File: src/design/srt_pkg.sv
// ----------------------------------------------------------------------------
// srt_pkg: shared types and codes for the sorted record table
// Record layout, action and status codes, and the default table depth.
// ----------------------------------------------------------------------------
package srt_pkg;

    localparam int TABLE_DEPTH_DEF = 128;

    localparam int KEY_W    = 27;
    localparam int CODE_W   = 16;
    localparam int NUM_W    = 32;
    localparam int POS_W    = 7;
    localparam int COUNT_W  = 8;
    localparam int ACTION_W = 2;
    localparam int STATUS_W = 3;

    // action codes; the unused code behaves as a read
    localparam logic [ACTION_W-1:0] ACT_INSERT = 2'd0;
    localparam logic [ACTION_W-1:0] ACT_UPDATE = 2'd1;
    localparam logic [ACTION_W-1:0] ACT_READ   = 2'd2;

    localparam logic [STATUS_W-1:0] ST_INSERTED = 3'd0;
    localparam logic [STATUS_W-1:0] ST_UPDATED  = 3'd1;
    localparam logic [STATUS_W-1:0] ST_READ     = 3'd2;
    localparam logic [STATUS_W-1:0] ST_DUP      = 3'd3;
    localparam logic [STATUS_W-1:0] ST_ABSENT   = 3'd4;
    localparam logic [STATUS_W-1:0] ST_FULL     = 3'd5;

    typedef struct packed {
        logic [KEY_W-1:0]         key;
        logic [CODE_W-1:0]        code;
        logic signed [NUM_W-1:0]  number;
    } t_rec;

    typedef struct packed {
        logic [STATUS_W-1:0] status;
        logic [POS_W-1:0]    position;
        t_rec                rec;
    } t_result;

endpackage

File: src/design/srt_cell.sv
// ----------------------------------------------------------------------------
// srt_cell: one record slot of the circulating table
// Holds a record and takes its neighbour's record on every shift cycle.
// ----------------------------------------------------------------------------
module srt_cell (
    input  logic           i_clk,
    input  logic           i_shift,
    input  srt_pkg::t_rec  i_rec,
    output srt_pkg::t_rec  o_rec
);

    srt_pkg::t_rec r_rec;

    always_ff @(posedge i_clk) begin
        if (i_shift) begin
            r_rec <= i_rec;
        end
    end

    assign o_rec = r_rec;

endmodule

File: config.mk
export PLATFORM = sky130hd
export DESIGN_NAME = srt_cell
export DESIGN_NICKNAME = d
export VERILOG_FILES = /design/src/design/srt_pkg.sv /design/src/design/srt_cell.sv
export SDC_FILE = /design/constraint.sdc
export NUM_CORES = 1
export LEC_CHECK = 0
export ABC_AREA = 1
export BUFFER_PORTS_ARGS = -buffer_cell sky130_fd_sc_hd__buf_2
export CORE_ASPECT_RATIO = 0.9
export CORE_MARGIN = 1.5
export CORE_UTILIZATION = 41
export CTS_BUF_LIST = sky130_fd_sc_hd__clkbuf_16
export CTS_CLUSTER_SIZE = 25
export DETAILED_ROUTE_END_ITERATION = 6
export GPL_ROUTABILITY_DRIVEN = 1
export GPL_TIMING_DRIVEN = 0
export HOLD_SLACK_MARGIN = 0.08
export PLACE_DENSITY = 0.84
export SLEW_MARGIN = 10
export SYNTH_ARGS = -nofsm -noshare
export SYNTH_HDL_FRONTEND = slang
export SYNTH_SLANG_ARGS = --single-unit
File: constraint.sdc
create_clock -name i_clk -period 0.8 [get_ports i_clk]
set_clock_uncertainty 0.15 [all_clocks]
set_input_delay 0.12 -clock i_clk [delete_from_list [all_inputs] [get_ports i_clk]]
set_output_delay 0.12 -clock i_clk [all_outputs]
set_load 0.01 [all_outputs]
==> results_dict.tcl <==
set metrics [dict create \
    synth-seq-cells 75 \
    grt_use_total_pct 16.0 \
    drc_errors 0 \
    die-area_um2 5950 \
    wirelength_mm 4.58 \
    die_width_um 81.1 \
    max_freq_ghz 0.898 \
    hold_ws_ns -0.176 \
    cts.sinks 75 \
    p_leak_nw 1.52 \
    synth_nets 152 \
    critPathLaunchType "register" \
    grt.overflow.total 0 \
    ys_top_cells_by_area "edfxtp_1 (100%)" \
    worstPathArrival_ns 0.84 \
    num_io_pins 152 \
    n_antenna_cell 0 \
    area_growth_pct 55.1 \
    dieHeight_um 73.3 \
    crit_path_max_incr_delay_ns 0.37 \
    numCtsBuffers 9 \
    rsz0062_at_grt "true" \
    drtIter0Drc 43 \
    ant_nets 0 \
    crit_required_ns 0.53 \
    setup_violations 75 \
    place_area_um2 3110 \
    dr.pass1.iters 4 \
    largest_reg_flops 75 \
    critical-path-top-delay-family "flip-flops" \
    avgRoutedWirePerCell_um 14.8 \
    power.total_w 0.00985 \
    synth_simple_gate_area_share_pct 0 \
    fin_crit_sh_pct 139 \
    dp_slack_ns -0.482 \
    synth_top_cell_by_area "edfxtp_1" \
    path_clk_slew_ns 0.05 \
    mappedNetlistArea_um2 2250 \
    path_buf_inv 1 \
    fin_area_um2 3490 \
    maxCapViolations 0 \
    slew_headroom_pct 86.6 \
    finalWeightedCongestion 0.691 \
    drive_gt1_share_pct 68.3 \
    synthXorXnorAreaFrac_pct 0 \
    critPathKind "reg -> out" \
    crit_slowest_cell "edfxtp_1" \
    cts-root-buf "clkbuf_16" \
    grt_max_degree 33 \
    ys_seq_area_share_pct 100 \
    synthAdderAreaFrac_pct 0 \
    tightest_slew_ns 0.201 \
    multi_input_gates 0 \
    grt_pass1_wl_mm 6.49 \
    rows 25 \
    slew_violations 0 \
    clk_path_buf_depth 2 \
    path_max_fanout 1 \
    syn_area_per_cell_um2 30.0 \
    netlist_instances 75 \
    yosys.area.top_type_share_pct 100 \
    end_kind "primary output" \
    fin_crit_ns 1.11 \
    io_buffers 151 \
    timing.final.ws_setup_ns -0.314 \
    violations "hold timing, setup timing" \
    cp-startpoint "o_rec[52]" \
    crit_path_cell_trace "buf_2" \
    multi_input_area_um2 0 \
    cts_tree "done" \
    synth-compound-area-share_pct 0 \
    power_density_nw_per_um2 2820 \
    grt_pass1_vias 1349 \
    core_area_um2 5290 \
    outcome "finished with violations" \
    viasPerCell 4.39 \
    h-tree-depth 3 \
    synth.distinct_cells 1 \
    start_util_pct 42.6 \
    synth_warnings 0 \
    min_path_type "in -> reg" \
    antenna_found_initial 0 \
    final_hold_viol_count 77 \
    final_nets 316 \
    post_cts.repair.setup_buffers 0 \
    hold_start "i_rec[66]" \
    routed-via-count 1360 \
    synthMuxAreaShare_pct 0 \
    ir_drop_mv 1.99 \
]
==> worst paths after layout <==
kind / endpoint / slack [ns] / cells after the start
worst max-delay path: o_rec[52] / -0.31 / 1
worst min-delay path: o_rec[66] / -0.18 / 1
==> power by group <==
group	total (W)	switching, W	leakage [nW]	internal, W
Clock	0.00436	0.00136	0.164	0.00301
Sequential	0.00474	0.0000637	0.734	0.00467
Combinational	0.000755	0.000398	0.625	0.000357
==> metrics by stage <==
step	std cells	utilization [%]	setup TNS, ns
global route	310	66.1	-24.29
detailed placement	294	58.9	-27.35
global placement	293	58.5	-76.58
CTS	310	66.2	-22.62
finish	310	66.1	-21.33
floorplan	75	-	0
==> final cells by class <==
| class | instances | area, um2 |
|---|---|---|
| Sequential cell | 75 | 2250 |
| Fill cell | 367 | 1790 |
| Timing Repair Buffer | 153 | 826 |
| Clock buffer | 9 | 225 |
| Clock inverter | 6 | 106 |
| Tap cell | 67 | 83.8 |
==> logic make-up after synthesis <==
family / Yosys count
flops: 75
==> cell usage after synthesis <==
cell type,instances
edfxtp_1,75
==> layout by cell type (no fill, tap or decap) <==
master	n
inv_1	1
buf_12	1
buf_16	2
clkbuf_16	9
bufinv_16	3
buf_2	150
clkinv_4	1
clkinv_1	1
edfxtp_1	75
==> per-layer routing <==
layer	part of all wire (%)	track usage [%]
met1	35	16.0
met3	10	7.20
met4	3.4	11.1
met2	52	26.7
met5	0	0
==> what timing repair did <==
action / in CTS / in global routing
gates resized for setup: 4 / 1
endpoints found under the hold margin: 105 / 105
gates cloned: 1 / 0
setup endpoints to repair: 120 / 97
pin swaps: 0 / 0
(Power assumes the default switching activity.)
